--- src/hw/rtl/ics_pkg.sv ---
// shared types and constants of the infix calculator stream unit
`default_nettype none

package ics_pkg;

	localparam int unsigned VALUE_WIDTH_DEF = 32;
	localparam int unsigned OUT_WIDTH       = 32;

	localparam logic [7:0] CH_PLUS   = 8'h2B;
	localparam logic [7:0] CH_MINUS  = 8'h2D;
	localparam logic [7:0] CH_TIMES  = 8'h2A;
	localparam logic [7:0] CH_DIVIDE = 8'h2F;
	localparam logic [7:0] CH_ZERO   = 8'h30;
	localparam logic [7:0] CH_NINE   = 8'h39;

	typedef enum logic [1:0] {
		OP_PLUS   = 2'd0,
		OP_MINUS  = 2'd1,
		OP_TIMES  = 2'd2,
		OP_DIVIDE = 2'd3
	} op_t;

	// request to the serial multiply/divide unit
	typedef struct packed {
		logic start;
		logic divide;
	} md_req_t;

	// status back from the serial multiply/divide unit
	typedef struct packed {
		logic done;
		logic div_zero;
	} md_rsp_t;

endpackage

`default_nettype wire

--- src/hw/rtl/ics_char_if.sv ---
// character input channel: valid/ready handshake with one ascii character
`default_nettype none

interface ics_char_if;
	logic       valid;
	logic       ready;
	logic [7:0] ch;
	logic       last;

	modport source (output valid, output ch, output last, input ready);
	modport sink (input valid, input ch, input last, output ready);
endinterface

`default_nettype wire

--- src/hw/rtl/ics_res_if.sv ---
// result output channel: valid/ready handshake with the expression value
`default_nettype none

interface ics_res_if;
	logic                                valid;
	logic                                ready;
	logic signed [ics_pkg::OUT_WIDTH-1:0] value;
	logic                                div_zero;

	modport source (output valid, output value, output div_zero, input ready);
	modport sink (input valid, input value, input div_zero, output ready);
endinterface

`default_nettype wire

--- src/hw/rtl/ics_muldiv.sv ---
// bit-serial multiplier and restoring divider, one bit per cycle
`default_nettype none

module ics_muldiv #(
	parameter int unsigned VALUE_WIDTH = ics_pkg::VALUE_WIDTH_DEF
) (
	input  wire logic                   clk,
	input  wire logic                   arst_n,
	input  wire ics_pkg::md_req_t       req,
	input  wire logic [VALUE_WIDTH-1:0] a,
	input  wire logic [VALUE_WIDTH-1:0] b,
	output ics_pkg::md_rsp_t            rsp,
	output logic [VALUE_WIDTH-1:0]      res
);
	import ics_pkg::*;

	localparam int unsigned CW = $clog2(VALUE_WIDTH);
	localparam logic [CW-1:0] CNT_LAST = CW'(VALUE_WIDTH - 1);

	typedef enum logic [1:0] {
		MD_IDLE,
		MD_MUL,
		MD_DIV,
		MD_FIX
	} md_state_t;

	md_state_t              state_q;
	logic [VALUE_WIDTH-1:0] acc_q;
	logic [VALUE_WIDTH-1:0] x_q;
	logic [VALUE_WIDTH-1:0] y_q;
	logic [VALUE_WIDTH-1:0] rem_q;
	logic [CW-1:0]          cnt_q;
	logic                   neg_q;
	logic                   done_q;
	logic                   dz_q;

	logic                   a_neg;
	logic                   b_neg;
	logic [VALUE_WIDTH-1:0] a_mag;
	logic [VALUE_WIDTH-1:0] b_mag;
	logic [VALUE_WIDTH:0]   trial;
	logic [VALUE_WIDTH-1:0] mul_sum;

	assign a_neg   = a[VALUE_WIDTH-1];
	assign b_neg   = b[VALUE_WIDTH-1];
	assign a_mag   = a_neg ? (~a + VALUE_WIDTH'(1)) : a;
	assign b_mag   = b_neg ? (~b + VALUE_WIDTH'(1)) : b;
	assign trial   = {rem_q, x_q[VALUE_WIDTH-1]} - {1'b0, y_q};
	assign mul_sum = acc_q + (y_q[0] ? x_q : '0);

	always_ff @(posedge clk or negedge arst_n) begin
		if (!arst_n) begin
			state_q <= MD_IDLE;
			cnt_q   <= '0;
			neg_q   <= 1'b0;
			done_q  <= 1'b0;
			dz_q    <= 1'b0;
			acc_q   <= '0;
			x_q     <= '0;
			y_q     <= '0;
			rem_q   <= '0;
		end else begin
			done_q <= 1'b0;
			case (state_q)
				MD_IDLE: begin
					if (req.start) begin
						dz_q  <= 1'b0;
						cnt_q <= '0;
						acc_q <= '0;
						rem_q <= '0;
						if (!req.divide) begin
							x_q     <= a;
							y_q     <= b;
							state_q <= MD_MUL;
						end else if (b == '0) begin
							// zero divisor: quotient is zero, flag it
							dz_q   <= 1'b1;
							done_q <= 1'b1;
						end else begin
							x_q     <= a_mag;
							y_q     <= b_mag;
							neg_q   <= a_neg ^ b_neg;
							state_q <= MD_DIV;
						end
					end
				end
				MD_MUL: begin
					acc_q <= mul_sum;
					x_q   <= {x_q[VALUE_WIDTH-2:0], 1'b0};
					y_q   <= {1'b0, y_q[VALUE_WIDTH-1:1]};
					cnt_q <= cnt_q + CW'(1);
					if (cnt_q == CNT_LAST) begin
						done_q  <= 1'b1;
						state_q <= MD_IDLE;
					end
				end
				MD_DIV: begin
					x_q   <= {x_q[VALUE_WIDTH-2:0], 1'b0};
					cnt_q <= cnt_q + CW'(1);
					if (!trial[VALUE_WIDTH]) begin
						rem_q <= trial[VALUE_WIDTH-1:0];
						acc_q <= {acc_q[VALUE_WIDTH-2:0], 1'b1};
					end else begin
						rem_q <= {rem_q[VALUE_WIDTH-2:0], x_q[VALUE_WIDTH-1]};
						acc_q <= {acc_q[VALUE_WIDTH-2:0], 1'b0};
					end
					if (cnt_q == CNT_LAST) begin
						state_q <= MD_FIX;
					end
				end
				MD_FIX: begin
					// restore the sign of the quotient
					if (neg_q) begin
						acc_q <= ~acc_q + VALUE_WIDTH'(1);
					end
					done_q  <= 1'b1;
					state_q <= MD_IDLE;
				end
				default: begin
					state_q <= MD_IDLE;
				end
			endcase
		end
	end

	assign res          = acc_q;
	assign rsp.done     = done_q;
	assign rsp.div_zero = dz_q;

endmodule

`default_nettype wire

--- src/hw/rtl/infix_calculator_stream_unit.sv ---
// top level: infix expression evaluator taking one character per item
// a digit or ignored character is taken in the idle state, which keeps the input ready;
// an operator passes the apply state and, with * or / pending, then the wait state
//   (bit-serial multiply/divide unit, one bit per cycle; a zero divisor skips the steps)
// a last item ends in the emit state to load the output register, which then waits for ready
// arst_n clears the sum, term, number, pending operator and flag; reset state is plus
`default_nettype none

module infix_calculator_stream_unit #(
	parameter int unsigned VALUE_WIDTH = ics_pkg::VALUE_WIDTH_DEF
) (
	input  wire logic clk,
	input  wire logic arst_n,
	ics_char_if.sink  chars,
	ics_res_if.source results
);
	import ics_pkg::*;

	typedef enum logic [1:0] {
		ST_IDLE,
		ST_APPLY,
		ST_WAIT,
		ST_EMIT
	} state_t;

	state_t                 state_q;
	logic [VALUE_WIDTH-1:0] sum_q;
	logic [VALUE_WIDTH-1:0] term_q;
	logic [VALUE_WIDTH-1:0] cur_q;
	op_t                    op_q;
	op_t                    nxt_op_q;
	logic                   is_op_q;
	logic                   fin_q;
	logic                   zdiv_q;
	logic                   out_valid_q;
	logic [OUT_WIDTH-1:0]   out_value_q;
	logic                   out_dz_q;

	logic                   accept;
	logic                   is_digit;
	logic                   is_op;
	op_t                    ch_op;
	logic [VALUE_WIDTH-1:0] cur_next;
	logic [VALUE_WIDTH-1:0] total;
	logic                   out_free;

	md_req_t                md_req;
	md_rsp_t                md_rsp;
	logic [VALUE_WIDTH-1:0] md_res;

	assign chars.ready = (state_q == ST_IDLE);
	assign accept      = chars.valid && chars.ready;

	always_comb begin
		is_digit = (chars.ch >= CH_ZERO) && (chars.ch <= CH_NINE);
		is_op    = 1'b1;
		case (chars.ch)
			CH_PLUS:   ch_op = OP_PLUS;
			CH_MINUS:  ch_op = OP_MINUS;
			CH_TIMES:  ch_op = OP_TIMES;
			CH_DIVIDE: ch_op = OP_DIVIDE;
			default: begin
				ch_op = OP_PLUS;
				is_op = 1'b0;
			end
		endcase
	end

	// times ten as two shifts, plus the digit
	assign cur_next = {cur_q[VALUE_WIDTH-4:0], 3'b000} + {cur_q[VALUE_WIDTH-2:0], 1'b0}
		+ VALUE_WIDTH'(chars.ch[3:0]);

	assign total    = sum_q + term_q;
	assign out_free = !out_valid_q || results.ready;

	assign md_req.start  = (state_q == ST_APPLY) && ((op_q == OP_TIMES) || (op_q == OP_DIVIDE));
	assign md_req.divide = (op_q == OP_DIVIDE);

	ics_muldiv #(
		.VALUE_WIDTH(VALUE_WIDTH)
	) u_muldiv (
		.clk   (clk),
		.arst_n(arst_n),
		.req   (md_req),
		.a     (term_q),
		.b     (cur_q),
		.rsp   (md_rsp),
		.res   (md_res)
	);

	always_ff @(posedge clk or negedge arst_n) begin
		if (!arst_n) begin
			state_q     <= ST_IDLE;
			sum_q       <= '0;
			term_q      <= '0;
			cur_q       <= '0;
			op_q        <= OP_PLUS;
			nxt_op_q    <= OP_PLUS;
			is_op_q     <= 1'b0;
			fin_q       <= 1'b0;
			zdiv_q      <= 1'b0;
			out_valid_q <= 1'b0;
			out_value_q <= '0;
			out_dz_q    <= 1'b0;
		end else begin
			// the emit state reloads the output register itself
			if (out_valid_q && results.ready && (state_q != ST_EMIT)) begin
				out_valid_q <= 1'b0;
			end
			case (state_q)
				ST_IDLE: begin
					if (accept) begin
						if (is_digit) begin
							cur_q <= cur_next;
						end
						nxt_op_q <= ch_op;
						is_op_q  <= is_op;
						fin_q    <= chars.last;
						if (is_op || chars.last) begin
							state_q <= ST_APPLY;
						end
					end
				end
				ST_APPLY: begin
					case (op_q)
						OP_PLUS: begin
							sum_q  <= total;
							term_q <= cur_q;
						end
						OP_MINUS: begin
							sum_q  <= total;
							term_q <= ~cur_q + VALUE_WIDTH'(1);
						end
						default: begin
						end
					endcase
					if (is_op_q) begin
						op_q <= nxt_op_q;
					end
					cur_q <= '0;
					if ((op_q == OP_TIMES) || (op_q == OP_DIVIDE)) begin
						state_q <= ST_WAIT;
					end else if (fin_q) begin
						state_q <= ST_EMIT;
					end else begin
						state_q <= ST_IDLE;
					end
				end
				ST_WAIT: begin
					if (md_rsp.done) begin
						term_q  <= md_res;
						zdiv_q  <= zdiv_q | md_rsp.div_zero;
						state_q <= fin_q ? ST_EMIT : ST_IDLE;
					end
				end
				ST_EMIT: begin
					if (out_free) begin
						out_value_q <= OUT_WIDTH'($signed(total));
						out_dz_q    <= zdiv_q;
						out_valid_q <= 1'b1;
						sum_q       <= '0;
						term_q      <= '0;
						cur_q       <= '0;
						op_q        <= OP_PLUS;
						zdiv_q      <= 1'b0;
						fin_q       <= 1'b0;
						state_q     <= ST_IDLE;
					end
				end
				default: begin
					state_q <= ST_IDLE;
				end
			endcase
		end
	end

	assign results.valid    = out_valid_q;
	assign results.value    = out_value_q;
	assign results.div_zero = out_dz_q;

endmodule

`default_nettype wire

--- src/flat_wrapper.sv ---
// flat-port wrapper written by rule: the top's interface ports become plain ports
module infix_calculator_stream_unit_flat import ics_pkg::*;
#(
	parameter int unsigned VALUE_WIDTH = ics_pkg::VALUE_WIDTH_DEF
)
  (clk, arst_n, chars_valid, chars_ch, chars_last, chars_ready, results_valid, results_value, results_div_zero, results_ready);
  ics_char_if chars_i ();
  ics_res_if results_i ();
  input  wire logic clk;
  input  wire logic arst_n;
  input wire logic [$bits(chars_i.valid)-1:0] chars_valid;
  input wire logic [$bits(chars_i.ch)-1:0] chars_ch;
  input wire logic [$bits(chars_i.last)-1:0] chars_last;
  output wire logic [$bits(chars_i.ready)-1:0] chars_ready;
  output wire logic [$bits(results_i.valid)-1:0] results_valid;
  output wire logic [$bits(results_i.value)-1:0] results_value;
  output wire logic [$bits(results_i.div_zero)-1:0] results_div_zero;
  input wire logic [$bits(results_i.ready)-1:0] results_ready;
  assign chars_i.valid = chars_valid;
  assign chars_i.ch = chars_ch;
  assign chars_i.last = chars_last;
  assign chars_ready = chars_i.ready;
  assign results_valid = results_i.valid;
  assign results_value = results_i.value;
  assign results_div_zero = results_i.div_zero;
  assign results_i.ready = results_ready;
  infix_calculator_stream_unit #(.VALUE_WIDTH(VALUE_WIDTH)) u_core (.clk(clk), .arst_n(arst_n), .chars(chars_i), .results(results_i));
endmodule
--- config.mk ---
export PLATFORM = sky130hd
export DESIGN_NAME = infix_calculator_stream_unit_flat
export DESIGN_NICKNAME = d
export VERILOG_FILES = /design/src/hw/rtl/ics_pkg.sv /design/src/hw/rtl/ics_char_if.sv /design/src/hw/rtl/ics_res_if.sv /design/src/hw/rtl/ics_muldiv.sv /design/src/hw/rtl/infix_calculator_stream_unit.sv /design/src/flat_wrapper.sv
export SDC_FILE = /design/constraint.sdc
export NUM_CORES = 1
export LEC_CHECK = 0
export BUFFER_PORTS_ARGS = -buffer_cell sky130_fd_sc_hd__buf_2
export CORE_MARGIN = 2
export CORE_UTILIZATION = 54
export DETAILED_ROUTE_END_ITERATION = 16
export MAX_ROUTING_LAYER = met4
export PLACE_DENSITY = 0.7
export REMOVE_ABC_BUFFERS = 1
export SYNTH_ARGS = -nofsm -noshare
export SYNTH_HDL_FRONTEND = slang
export SYNTH_HIERARCHICAL = 1
export SYNTH_SLANG_ARGS = --single-unit
--- constraint.sdc ---
create_clock -name clk -period 3.83 [get_ports clk]
set_input_delay 0.383 -clock clk [delete_from_list [all_inputs] [get_ports clk]]
set_output_delay 0.383 -clock clk [all_outputs]
set_load 0.02 [all_outputs]
## Word level (Yosys, flattened, before mapping)

Index checks and enable logic that the tools add are counted.

| storage, ports and cells | value |
|---|---|
| register bits | 277 |
| bits in latches | 0 |
| bits in writable memories | 0 |
| memory bits (read-only) | 0 |
| input bits | 13 |
| word-level logic and storage cells | 165 |
| memories | 0 |

| operators by class | value |
|---|---|
| add/sub/neg operators | 9 |
| $mul | 0 |
| divide/modulo/power cells | 0 |
| order comparisons | 2 |
| eq/ne operators | 28 |
| shift-type cells | 0 |
| multiplexer cells | 58 |
| bitwise gates (word level) | 6 |
| reduce and logical (&&, ||, !) cells | 41 |

Operators with widths:

| cell | count |
|---|---|
| $mux 32 | 17 |
| $pmux 32 s2 | 5 |
| $pmux 32 s3 | 2 |
| $pmux 32 s4 | 1 |
| $add 32x1->32 const B | 3 |
| $add 32x32->32 | 3 |
| $not 32->32 | 3 |
| $sub 33x32->33 | 1 |
| $add 32x4->32 | 1 |
| $eq 8x6->1 const B | 4 |
| $logic_not 32->1 | 1 |
| $mux 2 | 12 |
| $reduce_and 4->1 | 5 |
| $ne 2x2->1 const B | 9 |
| $reduce_and 3->1 | 6 |
| $pmux 2 s4 | 2 |
| $eq 2x2->1 const B | 6 |
| $mux 1 | 12 |
| $reduce_and 2->1 | 6 |
| $reduce_bool 2->1 | 6 |
| $pmux 5 s2 | 1 |
| $ge 8x6->1 const B | 1 |
| $le 8x6->1 const B | 1 |
| $eq 2x1->1 const B | 3 |
| other kinds (19) | 33 |

## Longest topological paths before layout

| depth | value |
|---|---|
| depth in word-level cells | 7 |
| mapped depth | 14 |

## Hierarchy

The synthesis kept the hierarchy.

By module, submodules not included:

| module | instances | cells an instance | area each (um^2) | seq. area each (um^2) |
|---|---|---|---|---|
| ics_muldiv | 1 | 1,553 | 12,253.0 | 3,453.3 |
| infix_calculator_stream_unit | 1 | 1,121 | 9,715.6 | 3,478.3 |

## Worst setup path before layout

Ideal clock, no wire load.

| timing path | value |
|---|---|
| path type | register to register |
| start | reg u_core.cur_q[0] |
| end | reg u_core.cur_q[16] |
| setup time | 0.122 ns |
| arrival time | 3.161 ns |
| data required time | 3.708 ns |
| path slack | 0.547 ns |
| cell stages (with the launch flop) | 12 |
| buffers on the path | 0 |
| period minus slack after synthesis | 3.283 ns |
| cells stage by stage | dfrtp_1 -> inv_1 -> fa_1 -> inv_1 -> fa_1 -> a21o_1 -> a221oi_2 -> nor4b_1 -> o311ai_0 -> a21boi_1 -> or3_1 -> a32o_1 |

| between the ends | value |
|---|---|
| longest elaborated chain between the ends | 5 |

Ends and longest elaborated chain:

| element | RTL line | text |
|---|---|---|
| start: declaration | infix_calculator_stream_unit.sv:29 | `logic [VALUE_WIDTH-1:0] cur_q;` |
| start signal: assignment | infix_calculator_stream_unit.sv:114 | `cur_q <= cur_next;` |
| $add 32x32->32 | infix_calculator_stream_unit.sv:70 | `assign cur_next = {cur_q[VALUE_WIDTH-4:0], 3'b000} + {cur_q[VALUE_WIDTH-2:0], 1'b0}` |
| $add 32x4->32 | infix_calculator_stream_unit.sv:71 | `+ VALUE_WIDTH'(chars.ch[3:0]);` |
| $mux 32 | infix_calculator_stream_unit.sv:113 | `if (is_digit) begin` |
| $mux 32 | infix_calculator_stream_unit.sv:112 | `if (accept) begin` |
| $pmux 32 s3 | infix_calculator_stream_unit.sv:110 | `case (state_q)` |

No other way between the ends. The select of a mux whose other input is x is not followed.
A chain may end at the register's enable or synchronous reset.

## Worst setup path after layout

| timing path | value |
|---|---|
| start | reg u_core.u_muldiv.y_q[0] |
| end | reg u_core.u_muldiv.acc_q[30] (netlist: u_core/u_muldiv/res[30]) |

| between the ends | value |
|---|---|
| longest elaborated chain between the ends | 3 |

Ends and longest elaborated chain:

| element | RTL line | text |
|---|---|---|
| start: declaration | ics_muldiv.sv:30 | `logic [VALUE_WIDTH-1:0] y_q;` |
| start signal: assignment | ics_muldiv.sv:81 | `y_q <= b_mag;` |
| start signal: assignment | ics_muldiv.sv:90 | `y_q <= {1'b0, y_q[VALUE_WIDTH-1:1]};` |
| $mux 32 | ics_muldiv.sv:49 | `assign mul_sum = acc_q + (y_q[0] ? x_q : '0);` |
| $add 32x32->32 | ics_muldiv.sv:49 |  |
| $pmux 32 s4 | ics_muldiv.sv:64 | `case (state_q)` |
| end signal: assignment | ics_muldiv.sv:88 | `acc_q <= mul_sum;` |
| end signal: assignment | ics_muldiv.sv:102 | `acc_q <= {acc_q[VALUE_WIDTH-2:0], 1'b1};` |
| end signal: assignment | ics_muldiv.sv:105 | `acc_q <= {acc_q[VALUE_WIDTH-2:0], 1'b0};` |
| end: declaration | ics_muldiv.sv:28 | `logic [VALUE_WIDTH-1:0] acc_q;` |

No other way between the ends.

==> results.md <==
* Hold Worst Slack at -68.7 ps
* Final setup TNS at 0 ps
* Largest net degree at the start of global routing at 126
* Family with the most delay on the worst path: compound AO/OA/AOI/OAI gates
* Storage cell area at 6930 um2
* Gate Count Post-Synth at 2674
* Initial core utilization at 55.0%
* Worst path bufs/invs at 1
* Total GRT Usage at 31.7%
* Iter 0 DRT Violations at 1963
* Sink Count at 277
* DRT Wirelength at 64.7 mm
* CTS buffer count at 37
* Dpl cells at 3171
* Final Cycle Share at 94.6%
* Final total power at 21.6 mW
* Die height at 206 um
* Gr ovfl total at 0
* Layout cells sized above 1 at 8.11%
* PwrDens at 897 nW/um2
* Yosys reg bits at 277
* Clk Latency, worst-skew pair at 560 ps
* Hold Crit Class: in -> async
* Violated checks: hold timing
* Drc violations at 0
* Post-route ant nets at 0
* TritonCTS clock tree: done
* Clk pin slew, worst setup/hold paths at 50 ps
* Worst-margin pin slew at 1070 ps
* Vias/cell at 6.33
* Xor/xnor share of the synthesized area at 7.92%
* Final #Nets at 2866
* Area delta synth->final at 9.91%
* CP Class: reg -> reg
* Vias in the first global route at 19.2k
* Number of synthesized flops with an enable pin at 0
* Initial antenna violation count at 1
* Max-cap violations at 0
* Fin area at 24100 um2
* Pins Over Slew Limit at 0
* Distinct cells, synth at 94
* Req. time, crit path at 4290 ps
* Pre-CTS WS at 285 ps
* Run status: finished, violations left
* Detailed Routing Iterations Pass 1 at 7
* Clock Skew at 22.5 ps
* H-tree depth at 2
* Setup ws final at 205 ps
* Max VDD drop at 0.811 mV
* Syn. warnings at 6
* WP data arrival at 4090 ps
* Per-cell routed wire length at 20.0 um
* Die width at 206 um
* Critical Path Source Type: flip-flop
* Final core occ at 60.5%
* Seq/Total Area, Yosys at 31.6%
* Unrepaired setup endpoints after global routing: no
* Global-route wire length before repair at 104 mm
* Filler cells at 3578
* Leak at 11.2 nW
* Dpl cell area at 22800 um2
* Core Area at 39900 um2
* Post-synthesis adder-cell area fraction at 9.74%
* Final setup violating endpoints at 0
* Slew HR at 28.4%
* RD Place Congestion at 0.937
* CP cell instances: buf_12, and2_1, ha_1, fa_1, a21o_1, a21oi_1, o21ai_0, and3b_1, o31ai_1, o211a_1, o21bai_1, a211o_1, o211ai_1
* Mux contribution to synthesized area at 2.02%
* PortBufs at 47
* Synth Area in Compound Gates at 25.8%
* Largest family of logic cells by synthesized area: compound AO/OA/AOI/OAI gates
* Syn avg cell area at 8.22 um2
* Mapped cell area at 22000 um2
* Crit-path max FO at 32
* Dominant synthesized flop cell: dfrtp_1
* Final min period at 3620 ps
* Peak Freq at 276 MHz
* Footprint of the multi-input gates at 14100 um2
* Site Rows at 73
* CP max-delay cell: dfrtp_1
* Simple-gate area share of the yosys netlist at 18.5%
* Critical path endpoint category: flip-flop
* Via count at 20.5k
* Die area at 42300 um2
* Hold violation total from the final report at 27
* CTS Hold Bufs at 0
* Root Driver: clkbuf_16
* Critical Path Max Stage Delay at 430 ps
* Non-Filler Instances at 3238
* CTS Buffer Depth at 3
* I/O Pins at 48
* Asr flop ratio synth at 100%
* Detailed Place HPWL at 47.8 mm
final cells by class:
cell class                 count  area share (%)
multi-input combinational   2170            58.5
inverter                      94            1.46
tap                          525            2.72
clock inverter                15           0.782
sequential                   277            28.7
antenna                        1          0.0104
clock buffer                  51            4.68
timing repair buffer         105            3.18
where the power goes:
part	internal, mW	switching [mW]	leakage (nW)
combinational	4.95	7.77	6.85
sequential	3.87	1.32	3.70
clock	2.33	1.40	0.658
placed cells by master, fill, tap and decap left out, types with 43 or more instances in the layout:
cell and count:
a21o_1 68, a21oi_1 268, and2_1 43, buf_2 46
buf_4 51, dfrtp_1 277, ha_1 161, inv_1 93
nand2_1 286, nand3_1 76, nor2_1 191, nor3_1 45
o21ai_0 242, o21ai_1 65, xnor2_1 98, xor2_1 97
cells by family (layout without fill, tap and decap cells):
kind of cell,after synthesis,after routing
xor gates and xnor gates,197,197
adders and majority gates,168,168
buffers and inverters,227,265
other,0,1
DFF,277,277
AOI/OAI and AO/OA,919,919
muxes,44,44
and+or+nand+nor,842,842
final timing paths:
check / start / to / slack (ps) / depth (start not counted)
worst min-delay path: arst_n / u_core/results.value[5] / -70 / 1
max in group asynchronous: arst_n / u_core/term_q[29] / 2930 / 2
worst max-delay path: u_core/u_muldiv/y_q[0] / u_core/u_muldiv/res[30] / 210 / 13
worst min register to register: u_core/results.value[7] / u_core/results.value[7] / 470 / 2
min in group clk: chars_ch[0] / u_core/cur_q[0] / 80 / 2
worst max register to register: u_core/u_muldiv/y_q[0] / u_core/u_muldiv/res[30] / 210 / 13
Yosys cell counts (22+ instances only):
library cell	n	area share, %
nand2_1	287	4.9
ha_1	163	9.3
nor3_1	45	1.0
inv_1	93	1.6
and2_1	43	1.2
nand4_1	24	0.68
mux2i_1	41	1.9
clkbuf_1	101	1.7
o21ai_1	67	1.5
xnor2_1	98	3.9
nor2b_1	22	0.63
a21oi_1	269	6.1
o21ai_0	242	5.5
a21o_1	68	2.3
nor2_1	192	3.3
nand3_1	76	1.7
nand2b_1	34	0.97
dfrtp_1	277	32
a22o_1	29	1.2
or3_1	29	0.83
xor2_1	97	3.9
worst reg2reg max path: stages, from the launching register on:
cell,delay (ps)
dfrtp_1,430
buf_12,180
and2_1,160
ha_1,220
fa_1,420
a21o_1,200
a21oi_1,280
o21ai_0,230
and3b_1,220
o31ai_1,350
o211a_1,290
o21bai_1,180
a211o_1,300
o211ai_1,80
registers in the layout, indices dropped and copies added, names as in the netlist, 5 cells and up:
name,count
u_core/sum_q,32
u_core/cur_q,32
u_core/term_q,32
u_core/u_muldiv/cnt_q,5
u_core/u_muldiv/y_q,32
u_core/u_muldiv/rem_q,32
u_core/results.value,32
u_core/u_muldiv/x_q,32
u_core/u_muldiv/res,32
routing by layer:
layer	part of all wire (%)	vias to the layer above	GRT usage, %	wire (um)
met5	0	-	-	0
met4	3.4	0	10.9	2170
met2	44	759	47.4	28400
met3	7.4	138	5.42	4770
met1	45	9857	43.4	29300
li1	-	9747	-	-
what timing repair did:
| item | 4_1_cts | 5_1_grt |
|---|---|---|
| buffers inserted | 0 | 0 |
| endpoints found under the setup margin | 0 | 1 |
| resized for setup | 0 | 1 |
(Power assumes the default switching activity.)
